<file path="src/design/cdt_pkg.sv">
`timescale 1ns / 1ps

package cdt_pkg;

  // Event codes carried by the operation field.
  typedef enum logic [1:0] {
    OpKey     = 2'd0,
    OpSecond  = 2'd1,
    OpRefresh = 2'd2,
    OpBlink   = 2'd3
  } op_e;

  // Key codes that have an effect.
  localparam logic [3:0] KeyZero  = 4'd0;
  localparam logic [3:0] KeyOne   = 4'd1;
  localparam logic [3:0] KeyThree = 4'd3;
  localparam logic [3:0] KeyA     = 4'd10;
  localparam logic [3:0] KeyB     = 4'd11;
  localparam logic [3:0] KeyC     = 4'd12;
  localparam logic [3:0] KeyD     = 4'd15;

  // Count limits.
  localparam logic [6:0] MinuteMax = 7'd99;
  localparam logic [5:0] SecondMax = 6'd59;

  // Segment pattern that leaves the display dark.
  localparam logic [7:0] SegBlank = 8'hFF;

  // One input event.
  typedef struct packed {
    op_e        operation;
    logic [3:0] key_code;
  } in_item_t;

  // One result item.
  typedef struct packed {
    logic [3:0] digit_enable_n;
    logic [7:0] segments_n;
    logic       leds_lit;
    logic [6:0] minutes_now;
    logic [5:0] seconds_now;
    logic       is_running;
    logic       is_setting;
    logic       alarm_active;
  } out_item_t;

  // Active-low seven-segment pattern of one decimal digit, decimal point off.
  function automatic logic [7:0] seg_encode(input logic [3:0] digit);
    logic [7:0] seg;
    unique case (digit)
      4'd0:    seg = 8'b1100_0000;
      4'd1:    seg = 8'b1111_1001;
      4'd2:    seg = 8'b1010_0100;
      4'd3:    seg = 8'b1011_0000;
      4'd4:    seg = 8'b1001_1001;
      4'd5:    seg = 8'b1001_0010;
      4'd6:    seg = 8'b1000_0010;
      4'd7:    seg = 8'b1111_1000;
      4'd8:    seg = 8'b1000_0000;
      4'd9:    seg = 8'b1001_0000;
      default: seg = SegBlank;
    endcase
    return seg;
  endfunction

endpackage

</file>
<file path="src/design/countdown_timer_with_display_core.sv">
`timescale 1ns / 1ps

// Minutes:seconds countdown timer with a four-digit multiplexed display.
// Each input transfer is one event (key press, one-second tick, refresh tick
// or blink tick); it updates the timer state in the cycle it is taken and
// yields exactly one result, a snapshot of the state after the event, which
// is registered in the result buffer. One event is taken every clock cycle
// while the buffer has room: the whole update is a single pass of logic from
// the state registers to the result register, and a two-entry result buffer
// takes one more event while the consumer holds off out_ready_i. Before the
// first refresh tick the display reads all dark with no digit selected.
module countdown_timer_with_display_core (
  input  logic                clk_i,
  input  logic                rst_ni,
  input  logic                in_valid_i,
  output logic                in_ready_o,
  input  cdt_pkg::in_item_t   in_data_i,
  output logic                out_valid_o,
  input  logic                out_ready_i,
  output cdt_pkg::out_item_t  out_data_o
);
  import cdt_pkg::*;

  // Timer state.
  logic [6:0] minutes_q, minutes_d;
  logic [5:0] seconds_q, seconds_d;
  logic [1:0] pos_q, pos_d;
  logic       set_q, set_d;
  logic       run_q, run_d;
  logic       alarm_q, alarm_d;
  logic       blink_q, blink_d;
  logic [7:0] seg_q, seg_d;

  // Result buffer: head register and skid register.
  out_item_t  head_q, skid_q, result;
  logic       head_valid_q, skid_valid_q;
  logic       push, pop;

  // Display digit selection.
  logic [3:0] shown_digit;
  logic [6:0] split_val;
  logic [14:0] tens_prod;
  logic [3:0] tens_raw, tens_dig, ones_dig;

  assign in_ready_o  = !skid_valid_q;
  assign push        = in_valid_i && in_ready_o;
  assign pop         = head_valid_q && out_ready_i;
  assign out_valid_o = head_valid_q;
  assign out_data_o  = head_q;

  // Split the selected count into tens and ones (reciprocal multiply by 205/2048).
  always_comb begin
    split_val = pos_q[1] ? minutes_q : {1'b0, seconds_q};
    tens_prod = 15'(split_val) * 15'd205;
    tens_raw  = tens_prod[14:11];
    ones_dig  = 4'(split_val - 7'(tens_raw) * 7'd10);
    tens_dig  = (tens_raw >= 4'd10) ? 4'(tens_raw - 4'd10) : tens_raw;
    shown_digit = pos_q[0] ? tens_dig : ones_dig;
  end

  // Next timer state for the current event.
  always_comb begin
    minutes_d = minutes_q;
    seconds_d = seconds_q;
    pos_d     = pos_q;
    set_d     = set_q;
    run_d     = run_q;
    alarm_d   = alarm_q;
    blink_d   = blink_q;
    seg_d     = seg_q;

    unique case (in_data_i.operation)
      OpKey: begin
        if (alarm_q) begin
          alarm_d = 1'b0;
          blink_d = 1'b0;
        end else if (in_data_i.key_code == KeyA) begin
          set_d = 1'b1;
        end else if (in_data_i.key_code == KeyB) begin
          set_d = 1'b0;
        end else if (set_q) begin
          if (in_data_i.key_code == KeyOne) begin
            minutes_d = (minutes_q >= MinuteMax) ? 7'd0 : 7'(minutes_q + 7'd1);
          end else if (in_data_i.key_code == KeyThree) begin
            seconds_d = (seconds_q >= SecondMax) ? 6'd0 : 6'(seconds_q + 6'd1);
          end else if (in_data_i.key_code == KeyZero) begin
            minutes_d = 7'd0;
            seconds_d = 6'd0;
          end
        end else begin
          if (in_data_i.key_code == KeyD) begin
            run_d = 1'b1;
          end else if (in_data_i.key_code == KeyC) begin
            run_d = 1'b0;
          end
        end
      end
      OpSecond: begin
        if (run_q) begin
          if (seconds_q == 6'd0) begin
            if (minutes_q != 7'd0) begin
              minutes_d = 7'(minutes_q - 7'd1);
            end
            seconds_d = SecondMax;
          end else begin
            seconds_d = 6'(seconds_q - 6'd1);
          end
        end
      end
      OpRefresh: begin
        seg_d = seg_encode(shown_digit);
        pos_d = 2'(pos_q + 2'd1);
      end
      OpBlink: begin
        blink_d = alarm_q ? !blink_q : 1'b0;
      end
      default: ;
    endcase

    // Reaching zero while running stops the count and raises the alarm.
    if (run_d && minutes_d == 7'd0 && seconds_d == 6'd0) begin
      run_d   = 1'b0;
      alarm_d = 1'b1;
      blink_d = 1'b0;
    end
  end

  // Result snapshot after the update.
  always_comb begin
    result.digit_enable_n = (seg_d == SegBlank) ? 4'hF
                                                : ~(4'b0001 << 2'(pos_d + 2'd3));
    result.segments_n     = seg_d;
    result.leds_lit       = alarm_d && blink_d;
    result.minutes_now    = minutes_d;
    result.seconds_now    = seconds_d;
    result.is_running     = run_d;
    result.is_setting     = set_d;
    result.alarm_active   = alarm_d;
  end

  // Timer state registers, updated on each input transfer.
  always_ff @(posedge clk_i or negedge rst_ni) begin
    if (!rst_ni) begin
      minutes_q <= 7'd0;
      seconds_q <= 6'd0;
      pos_q     <= 2'd0;
      set_q     <= 1'b0;
      run_q     <= 1'b0;
      alarm_q   <= 1'b0;
      blink_q   <= 1'b0;
      seg_q     <= SegBlank;
    end else if (push) begin
      minutes_q <= minutes_d;
      seconds_q <= seconds_d;
      pos_q     <= pos_d;
      set_q     <= set_d;
      run_q     <= run_d;
      alarm_q   <= alarm_d;
      blink_q   <= blink_d;
      seg_q     <= seg_d;
    end
  end

  // Result buffer valid flags.
  always_ff @(posedge clk_i or negedge rst_ni) begin
    if (!rst_ni) begin
      head_valid_q <= 1'b0;
      skid_valid_q <= 1'b0;
    end else begin
      if (!head_valid_q) begin
        head_valid_q <= push;
      end else if (pop) begin
        head_valid_q <= skid_valid_q || push;
        skid_valid_q <= 1'b0;
      end else if (push) begin
        skid_valid_q <= 1'b1;
      end
    end
  end

  // Result buffer payload.
  always_ff @(posedge clk_i) begin
    if (!head_valid_q || pop) begin
      head_q <= skid_valid_q ? skid_q : result;
    end
    if (head_valid_q && !pop && push) begin
      skid_q <= result;
    end
  end

  // The count never leaves its legal range.
  a_count_range: assert property (@(posedge clk_i) disable iff (!rst_ni)
    (seconds_q <= SecondMax) && (minutes_q <= MinuteMax))
    else $error("timer count out of range");

  // Running and alarm exclude each other.
  a_run_alarm: assert property (@(posedge clk_i) disable iff (!rst_ni)
    !(run_q && alarm_q))
    else $error("timer running while alarm is active");

  // The blink phase is lit only during an alarm.
  a_blink_alarm: assert property (@(posedge clk_i) disable iff (!rst_ni)
    blink_q |-> alarm_q)
    else $error("blink phase lit without alarm");

  // The skid entry is only used behind a waiting head entry.
  a_skid_order: assert property (@(posedge clk_i) disable iff (!rst_ni)
    skid_valid_q |-> head_valid_q)
    else $error("skid entry valid with empty head");

endmodule
</file>
<file path="config.mk">
export PLATFORM = sky130hd
export DESIGN_NAME = countdown_timer_with_display_core
export DESIGN_NICKNAME = d
export VERILOG_FILES = /design/src/design/cdt_pkg.sv /design/src/design/countdown_timer_with_display_core.sv
export SDC_FILE = /design/constraint.sdc
export NUM_CORES = 1
export LEC_CHECK = 0
export BUFFER_PORTS_ARGS = -buffer_cell sky130_fd_sc_hd__buf_2
export CAP_MARGIN = 40
export CORE_ASPECT_RATIO = 1.4
export CORE_UTILIZATION = 50
export DETAILED_ROUTE_END_ITERATION = 7
export PLACE_DENSITY = 0.75
export SYNTH_ARGS = -nofsm -noshare
export SYNTH_HDL_FRONTEND = slang
export SYNTH_SLANG_ARGS = --single-unit
export TNS_END_PERCENT = 10
</file>
<file path="constraint.sdc">
create_clock -name clk_i -period 6.5 [get_ports clk_i]
set_input_delay 0.65 -clock clk_i [delete_from_list [all_inputs] [get_ports clk_i]]
set_output_delay 0.65 -clock clk_i [all_outputs]
set_load 0.05 [all_outputs]
</file>
==> key figures, run 1 <==
Critical path
  • CP Cell Sequence: clkbuf_2, and2_1, ha_1, ha_1, fa_1, inv_1, fa_1, inv_1, ha_1, nand4_1, a211oi_4, nor3_4, xnor2_2, ha_2, fa_1, xor2_1, xnor3_1, xor2_2, o32ai_2, nor3_2, a221oi_4, o2111ai_4, a32oi_2
  • Crit. End Element: flip-flop
  • Crit path launch type: flip-flop
  • Worst path max stage delay: 510 ps
  • Reg2reg start: pos_q[1]$_DFFE_PN0P_
  • R2r setup slk: 240 ps
  • CP required: 6680 ps
  • R2R Path End: out_data_o[25]$_DFFE_PP_
  • Crit Path Max Fanout: 7
  • FF-to-FF path depth: 23
  • Slowest CP cell: fa_1
  • Crit path DAT: 6440 ps
  • Kind of critical path: flip-flop to flip-flop

Timing
  • Hold slack: 379.9 ps
  • Tmin final: 6262 ps
  • Achievable Freq: 159.7 MHz
  • Final Cycle Share: 96.34%
  • Final Worst Setup Slack: 238.0 ps
  • Final Hold Viols: 0
  • Layout Skew: 10.19 ps
  • Relative slew slack: 43.16%
  • Setup-failing EPs final: 0
  • Final Max Tran Viols: 0
  • Worst slew pin tran: 850.5 ps
  • Setup TNS: 0 ps

Floorplan
  • Std-Cell Rows: 47
  • Die width: 95.71 µm
  • Initial Utilization: 51.75%
  • DIE AREA: 0.01275 mm²
  • Core Box Area: 0.01188 mm²
  • Ports: 41
  • Die Span Y: 133.2 µm

Global route
  • Grt ovf: 0
  • Initial antenna violation count: 0
  • Largest net degree at the start of global routing: 31
  • GR Util All Layers: 23.77%
  • First-pass GRT wire length: 23270 µm
  • Vias in the first global route: 4716

Drt
  • Routed wire length: 14830 µm
  • Starting DRT DRC Count: 405
  • DRC Markers: 0
  • Iteration count of the initial detailed-routing pass: 5
  • Antenna-violating nets left: 0
  • WL/cell: 18.31 µm
  • Via/cell ratio: 6.043
  • DR vias: 4895

Power
  • Power Density: 581.9 mW/mm²
  • Reg power frac: 25.1%
  • Final Power: 4.064 mW
  • Share of total power in the clock network: 13.1%
  • Pleak: 3.058 nW
  • Sw Pwr: 1.985 mW
  • Sw Ratio: 48.85%
  • Comb power frac: 61.8%
  • Worst vdd ir: 217.3 µV
  • Int Pwr: 2.079 mW

Yosys
  • Count of cell types in the netlist: 85
  • Synth Area per Inst: 10.01 µm²
  • Synth top area share: 28.33%
  • Async SR Flop Fraction: 33.33%
  • Syn nets: 680
  • Seq cells post-synth: 87
  • Mapped Area: 0.006147 mm²
  • Yosys top cell by area: edfxtp_1
  • Main flop type after synthesis: edfxtp_1
  • Largest cells by area after synthesis: edfxtp_1, ha_1, dfrtp_1, mux2_2, nand2_1
  • Syn Inst Count: 614
  • Post-synthesis sequential area ratio: 40.30%
  • Post-synth EDFFs: 58
  • Total number of yosys warnings: 0

Placed design
  • Post-detail-place hpwl: 10940 µm
  • Port bufs: 40
  • Routability Congestion: 0.8975
  • Pre-CTS WS: 22.80 ps

Worst hold path
  • Worst hold-check path type: input port to async pin

Clock network
  • Clock-pin slew on the worst setup and hold paths: 70 ps
  • CTS H-tree depth: 3
  • Clock buffer depth: 2
  • CTS sink cnt: 87
  • CTS Buf Count: 9
  • CTS root buffer: clkbuf_16
  • Worst skew pair latency: 350 ps
  • CTS tree: done

Finish
  • Antenna Cells: 0
  • Share of cells above drive strength 1: 25.49%
  • Layout fillers: 963
  • Area delta synth->final: 13.60%
  • Layout net count: 724

Flow run
  • Max-Cap Viols: 0

Run status
  • Status: complete, no violations
## logic make-up (layout without fill, tap and decap cells)
kind of cell             count (synthesis)  count (layout)  synth area share (%)
XOR/XNOR                                14              14                 2.219
AND/OR/NAND/NOR                        195             195                 16.06
flip-flops                              87              87                 40.30
AO/OA/AOI/OAI                          142             142                 17.16
multiplexers                            35              35                 6.269
adder cells (fa/ha/maj)                 56              56                 12.50
buffers and inverters                   85             134                 5.495
## worst max-delay path by stage
stage | slack (ps) | start | end
global placement | 160 | seconds_q[4]$_DFFE_PN0P_ | out_data_o[27]$_DFFE_PP_
floorplan | 220 | pos_q[1]$_DFFE_PN0P_ | out_data_o[20]$_DFFE_PP_
global route | -60 | pos_q[1]$_DFFE_PN0P_ | out_data_o[25]$_DFFE_PP_
detailed placement | 20 | seconds_q[4]$_DFFE_PN0P_ | out_data_o[18]$_DFFE_PP_
finish | 240 | pos_q[1]$_DFFE_PN0P_ | out_data_o[25]$_DFFE_PP_
CTS | 0.4 | pos_q[1]$_DFFE_PN0P_ | out_data_o[18]$_DFFE_PP_
## per-layer routing
metal	global-route usage (%)	wire length, µm	share of wire, %	vias to the layer above
li1	-	-	-	2317
met4	10.70	371	2.5	0
met5	0	0	0	-
met3	4.053	737	5.0	30
met2	41.43	7871	53	166
met1	28.02	5851	39	2382
## layout make-up
class | instances | area [µm²] | share of cell area, %
Sequential cell | 87 | 2484 | 35.57
Inverter | 55 | 209.0 | 2.992
Clock buffer | 9 | 225.2 | 3.225
Clock inverter | 7 | 77.57 | 1.111
Multi-Input combinational cell | 442 | 3430 | 49.11
Tap cell | 147 | 183.9 | 2.634
Timing Repair Buffer | 63 | 374.1 | 5.357
## flip-flops by register name (all words and copies together) (netlist names)
register and cells:
set_q 1, blink_q 1, pos_q 2, minutes_q 7
skid_q 29, out_valid_o 1, run_q 1, out_data_o 29
seconds_q 6, skid_valid_q 1, seg_q 8, alarm_q 1
## layout by cell type (no fill, tap or decap), types with 5 or more instances in the layout
master	Yosys	routed
nand2_1	75	74
edfxtp_1	58	58
inv_1	54	52
ha_1	47	45
buf_2	7	40
nor2_1	38	36
o21ai_0	36	36
mux2_2	27	27
a21oi_1	22	22
buf_4	2	21
dfrtp_1	21	16
nor3_1	13	13
nand3_1	12	12
fa_1	9	9
clkbuf_16	0	9
dfstp_2	8	8
and3_1	7	7
o21a_1	8	7
nor4_1	6	6
xnor2_1	7	6
a22oi_1	6	6
o31ai_1	6	6
a31oi_1	6	5
xor2_1	6	5
mux2i_1	7	5
nand4_1	5	5
dfrtp_2	0	5
## cells in the mapped netlist, drive strengths merged, types with 3 or more instances
cell type / count
fa: 9
nor2: 40
nand2b: 4
and2: 3
nor4: 6
nand2: 75
buf: 12
nand3: 14
edfxtp: 58
a211oi: 5
nand3b: 5
o211ai: 5
mux2i: 7
o21ai: 43
inv: 55
clkbuf: 18
nand4: 6
ha: 47
o31ai: 7
nor2b: 4
a21oi: 23
o21a: 8
a21o: 5
dfrtp: 21
xor2: 6
mux2: 28
dfstp: 8
nor3b: 3
a21boi: 4
a22oi: 7
or2: 4
or4: 4
xnor2: 7
and3: 7
nor3: 15
a31oi: 6
o32ai: 3
## through the flow
step | util (%) | cell area, µm² | instances
3_5_place_dp | 54.74 | 6502 | 784
3_3_place_gp | 54.74 | 6502 | 784
4_1_cts | 57.29 | 6805 | 800
5_1_grt | 58.78 | 6983 | 810
2_1_floorplan | - | 6147 | 614
6_report | 58.78 | 6983 | 810
## power groups by stage
stage               registers [mW]  logic, mW  clock network (mW)
detailed placement            1.03       2.34                   0
finish                        1.02       2.51               0.532
floorplan                     1.28       1.54                   0
CTS                           1.02       2.35               0.537
global route                  1.05       2.72               0.559
global placement              1.02       2.25                   0
## what timing repair did
action	CTS	global route
hold buffers	0	0
setup buffers	0	10
endpoints found under the setup margin	0	19
gates resized for setup	0	26
## worst max-delay path: cells and delay by family (launching register included)
| family | cells | cell delay (ps) |
|---|---|---|
| fa+ha+maj | 7 | 2530 |
| compound gates | 5 | 1450 |
| xor+xnor | 4 | 770 |
| simple gates | 4 | 610 |
| flops | 1 | 460 |
| buf+inv | 3 | 270 |
No activity file was read; power rests on OpenSTA's default activity.
==> inputs of run 2 (changes only) <==
PLACE_DENSITY = 0.78   (was 0.75)
SKIP_LAST_GASP = 1   (was default)
==> run 2 against run 1 <==
Effect of this change:
- global-route usage is 0.55 points higher
- final cell count down 0.37%
- wire length rose by 1.3%
- register-to-register slack lost 60 ps
- setup slack worse by 59 ps
- total power shrank 0.87%
- critical path depth is 2 higher
- non-clock buffer count fell by 3
- die area did not move
- sequential share of layout area rose by 0.15 points
==> key figures, run 2 (synthesis results as in run 1) <==
Run status
  • Status: complete, no violations

Critical path
  • FF-to-FF path depth: 25
  • Crit path DAT: 6490 ps
  • Crit path launch type: flip-flop
  • CP required: 6670 ps
  • Crit. End Element: flip-flop
  • Setup crit start: pos_q[1]$_DFFE_PN0P_
  • Crit Path Max Fanout: 8
  • Kind of critical path: flip-flop to flip-flop
  • Reg2reg start: pos_q[1]$_DFFE_PN0P_

Finish
  • Post-route insts no fill: 807
  • Antenna Cells: 0
  • Share of cells above drive strength 1: 23.79%
  • Most frequent cells in the layout: nand2_1, edfxtp_1, inv_1, ha_1, buf_2
  • Layout net count: 721
  • Layout fillers: 970
  • Most common cell after layout, fill and taps aside: nand2_1
  • Post-route cell area: 0.006947 mm²
  • Area delta synth->final: 13.01%

Global route
  • Vias in the first global route: 4932
  • First-pass GRT wire length: 24140 µm
  • Largest net degree at the start of global routing: 31
  • Initial antenna violation count: 0
  • GR Util All Layers: 24.33%
  • Grt ovf: 0

Drt
  • Detail Route met2 WL: 7994 µm
  • Antenna-violating nets left: 0
  • Routed wire length: 15030 µm
  • WL/cell: 18.62 µm
  • Metal1 wirelength: 6035 µm
  • Met3 WL: 633 µm
  • Via/cell ratio: 6.150
  • DR vias: 4963
  • Iteration count of the initial detailed-routing pass: 6
  • DRC Markers: 0
  • Top routing layer used: met4
  • Starting DRT DRC Count: 327

Floorplan
  • Die width: 95.71 µm
  • Std-Cell Rows: 47
  • DIE AREA: 0.01275 mm²
  • Ports: 41
  • Die Span Y: 133.2 µm
  • Core Box Area: 0.01188 mm²
  • Initial Utilization: 51.75%

Power
  • Power Density: 579.9 mW/mm²
  • Pleak: 3.037 nW
  • Worst vdd ir: 253.3 µV
  • Final Power: 4.028 mW

Timing
  • Final Worst Setup Slack: 178.8 ps
  • Layout Skew: 4.959 ps
  • Setup-failing EPs final: 0
  • Tmin final: 6321 ps
  • Worst slew pin tran: 848.7 ps
  • Setup TNS: 0 ps
  • Final Max Tran Viols: 0
  • Relative slew slack: 43.28%
  • Final Hold Viols: 0
  • Final Cycle Share: 97.25%
  • Achievable Freq: 158.2 MHz

Clock network
  • CTS H-tree depth: 3
  • Clock-pin slew on the worst setup and hold paths: 60 ps
  • Worst skew pair latency: 340 ps
  • Clock buffer depth: 2
  • CTS sink cnt: 87
  • CTS tree: done
  • Hold-fix buffers, CTS: 0
  • CTS Buf Count: 9
  • CTS root buffer: clkbuf_16

Placed design
  • Pre-CTS WS: -90.00 ps
  • Port bufs: 40
  • Placed Area: 0.006502 mm²
  • Routability Congestion: 0.9280
  • Post-detail-place hpwl: 11180 µm
  • Placed insts: 784

Flow run
  • Max-Cap Viols: 0

Worst hold path
  • Worst hold-check path type: input port to async pin
## run 2: worst paths after layout
path                       slack [ps]                  endpoint
max                               180  out_data_o[25]$_DFFE_PP_
min                               370  skid_valid_q$_DFFE_PN0P_
max reg2reg                       180  out_data_o[25]$_DFFE_PP_
min reg2reg                       490      seg_q[4]$_DFFE_PN1P_
max in group asynchronous        5620  seconds_q[5]$_DFFE_PN0P_
min in group clk_i                490      seg_q[4]$_DFFE_PN1P_
## run 2: cell type report
type / count / area (µm²) / share of cell area [%]
Clock inverter: 5 / 58.81 / 0.8465
Clock buffer: 11 / 232.7 / 3.350
Timing Repair Buffer: 60 / 347.8 / 5.007
Inverter: 55 / 209.0 / 3.008
Multi-Input combinational cell: 442 / 3433 / 49.42
Tap cell: 147 / 183.9 / 2.648
Sequential cell: 87 / 2481 / 35.72
## run 2: per-layer routing
layer,GRT usage (%),vias up
li1,-,2298
met1,29.08,2457
met2,42.98,177
met3,2.911,31
met4,10.61,0
met5,0,-
## run 2: what timing repair did
action                                  CTS  global route
buffers inserted                          0             7
gates resized for setup                   2            22
pin swaps                                 0             7
endpoints found under the setup margin    8            15
endpoints found under the hold margin     0             0
## run 2: where the power goes
group / total, mW / switching, mW / internal [mW]
combinational: 2.50 / 1.62 / 0.887
clock: 0.509 / 0.210 / 0.299
sequential: 1.01 / 0.146 / 0.869
## run 2: critical path: stages, from the launching register on
cell and delay (ps):
dfrtp_2 420, mux2i_1 280, inv_1 130, ha_1 320, inv_1 60, fa_1 500
inv_1 40, ha_1 260, inv_1 50, fa_1 520, inv_1 50, ha_1 310
nand4_4 130, a211oi_4 300, buf_4 190, or4_4 140, nand3_4 90, fa_1 430
xor2_1 170, xnor3_1 270, xor2_2 190, o32ai_2 240, nor3_2 110, a221oi_4 420
o2111ai_4 250, a32oi_1 270
## run 2: stage by stage
stage	util, %	hold slack [ps]
CTS	57.20	391.2
finish	58.48	373.3
global placement	54.74	472.0
detailed placement	54.74	474.6
floorplan	-	354.4
global route	58.48	434.8
==> inputs of run 3 (changes only) <==
CORE_UTILIZATION = 56   (was 50)
PLACE_DENSITY = 0.86   (was 0.78)
==> run 3 against run 2 <==
Effect of this change:
- final area increased by 0.85%
- wire length is 7.2% higher
- critical path depth decreased by 1
- global-route usage up 3.7 points
- first-iteration DRC count grew 42%
- sequential share of layout area fell by 0.30 points
==> key figures, run 3 (synthesis results as in run 1) <==
Floorplan
  • Std-Cell Rows: 44
  • Die Span Y: 126.0 µm
  • Die width: 90.55 µm
  • DIE AREA: 0.01141 mm²
  • Core Box Area: 0.01052 mm²
  • Ports: 41
  • Initial Utilization: 58.46%

Timing
  • Worst slew pin tran: 1009 ps
  • Final Cycle Share: 96.96%
  • Relative slew slack: 32.54%
  • Final Max Tran Viols: 0
  • Final Hold Viols: 0
  • Setup TNS: 0 ps
  • Layout Skew: 8.288 ps
  • Hold slack: 357.9 ps
  • Final Worst Setup Slack: 197.7 ps
  • Achievable Freq: 158.7 MHz
  • Setup-failing EPs final: 0
  • Tmin final: 6302 ps

Global route
  • Grt ovf: 0
  • Largest net degree at the start of global routing: 31
  • GR Util All Layers: 28.06%
  • First-pass GRT wire length: 25230 µm
  • Vias in the first global route: 5084
  • Initial antenna violation count: 0

Placed design
  • Pre-CTS WS: -18.40 ps
  • Port bufs: 40
  • Post-detail-place hpwl: 10790 µm
  • Routability Congestion: 0.9817

Critical path
  • R2r setup slk: 200 ps
  • Kind of critical path: flip-flop to flip-flop
  • R2R Path End: out_data_o[25]$_DFFE_PP_
  • Crit. End Element: flip-flop
  • FF-to-FF path depth: 24
  • Crit Path Max Fanout: 9
  • Crit path launch type: flip-flop
  • Crit path DAT: 6490 ps
  • Reg2reg start: pos_q[1]$_DFFE_PN0P_
  • CP required: 6680 ps

Drt
  • DRC Markers: 0
  • WL/cell: 20.24 µm
  • Routed wire length: 16110 µm
  • Antenna-violating nets left: 0
  • Iteration count of the initial detailed-routing pass: 5
  • DR vias: 5174
  • Via/cell ratio: 6.500
  • Starting DRT DRC Count: 465

Clock network
  • Clock-pin slew on the worst setup and hold paths: 70 ps
  • Clock buffer depth: 2
  • CTS sink cnt: 87
  • CTS Buf Count: 9
  • Worst skew pair latency: 340 ps
  • CTS tree: done
  • CTS root buffer: clkbuf_16
  • CTS H-tree depth: 3

Run status
  • Status: complete, no violations

Finish
  • Register area: 0.002481 mm²
  • Most frequent cells in the layout: nand2_1, edfxtp_1, inv_1, ha_1, buf_2
  • Antenna Cells: 0
  • Area delta synth->final: 13.96%
  • Final core utilization: 66.62%
  • Share of cells above drive strength 1: 24.92%
  • Multi-input logic area: 0.003512 mm²
  • Most common cell after layout, fill and taps aside: nand2_1
  • Layout fillers: 735
  • Layout net count: 719

Flow run
  • Max-Cap Viols: 0

Worst hold path
  • Worst hold-check path type: input port to async pin
[run 3: cell count changes in the layout (fill, tap and decap cells not counted), moves of 2 or more]
cell / previous run / this run
ha_4: 0 / 3
mux2i_4: 0 / 2
o21ai_0: 34 / 36
inv_2: 0 / 2
ha_1: 46 / 43
inv_1: 54 / 52
buf_4: 19 / 17
[run 3: cell type report]
cell class | instances | share of cell area, %
clock inverters | 5 | 0.5715
well taps | 138 | 2.465
flip-flops and latches | 87 | 35.42
clock buffers | 11 | 3.465
repair buffers | 58 | 4.965
multi-input cells | 442 | 50.13
inverters | 55 | 2.983
[run 3: metal layers]
metal / vias to the layer above / GRT usage [%] / part of all wire (%) / wire length, µm
met2: 327 / 49.55 / 52 / 8417
met5: - / 0 / 0 / 0
met4: 0 / 14.90 / 5.0 / 808
met1: 2464 / 32.66 / 36 / 5839
met3: 81 / 4.167 / 6.5 / 1047
li1: 2302 / - / - / -
[run 3: critical path: stages, from the launching register on]
cell       delay [ps]
dfrtp_2           440
buf_12            150
mux2i_4           250
inv_1             100
ha_1              320
ha_1              300
inv_1              60
fa_1              420
fa_1              510
inv_1              80
ha_4              300
nand4_1           180
a211oi_4          300
buf_4             180
or4_4             140
nand3_4            90
fa_1              420
xor2_1            160
xnor3_1           270
xor2_2            190
o32ai_2           340
nor3_4             90
a221oi_4          370
o2111ai_4         250
a32oi_1           240
[run 3: worst max path at each step]
stage	start	to	slack [ps]
3_5_place_dp	pos_q[1]$_DFFE_PN0P_	out_data_o[25]$_DFFE_PP_	-20
3_3_place_gp	seconds_q[5]$_DFFE_PN0P_	out_data_o[18]$_DFFE_PP_	200
6_report	pos_q[1]$_DFFE_PN0P_	out_data_o[25]$_DFFE_PP_	200
2_1_floorplan	pos_q[1]$_DFFE_PN0P_	out_data_o[20]$_DFFE_PP_	220
5_1_grt	pos_q[1]$_DFFE_PN0P_	out_data_o[26]$_DFFE_PP_	-60
4_1_cts	pos_q[1]$_DFFE_PN0P_	out_data_o[26]$_DFFE_PP_	-40
[run 3: per-stage QoR]
stage	instances	instance area, µm²
global route	796	7005
finish	796	7005
global placement	774	6484
floorplan	614	6147
detailed placement	775	6491
CTS	791	6778
[run 3: repair_timing]
action | 4_1_cts | 5_1_grt
resized for setup | 2 | 35
pin swaps | 0 | 10
setup endpoints to repair | 7 | 26
setup buffers | 0 | 5
hold buffers | 0 | 0
Power of run 3 is not shown: default switching activity piles up to over one toggle a cycle in this logic, so the estimate is an artifact.
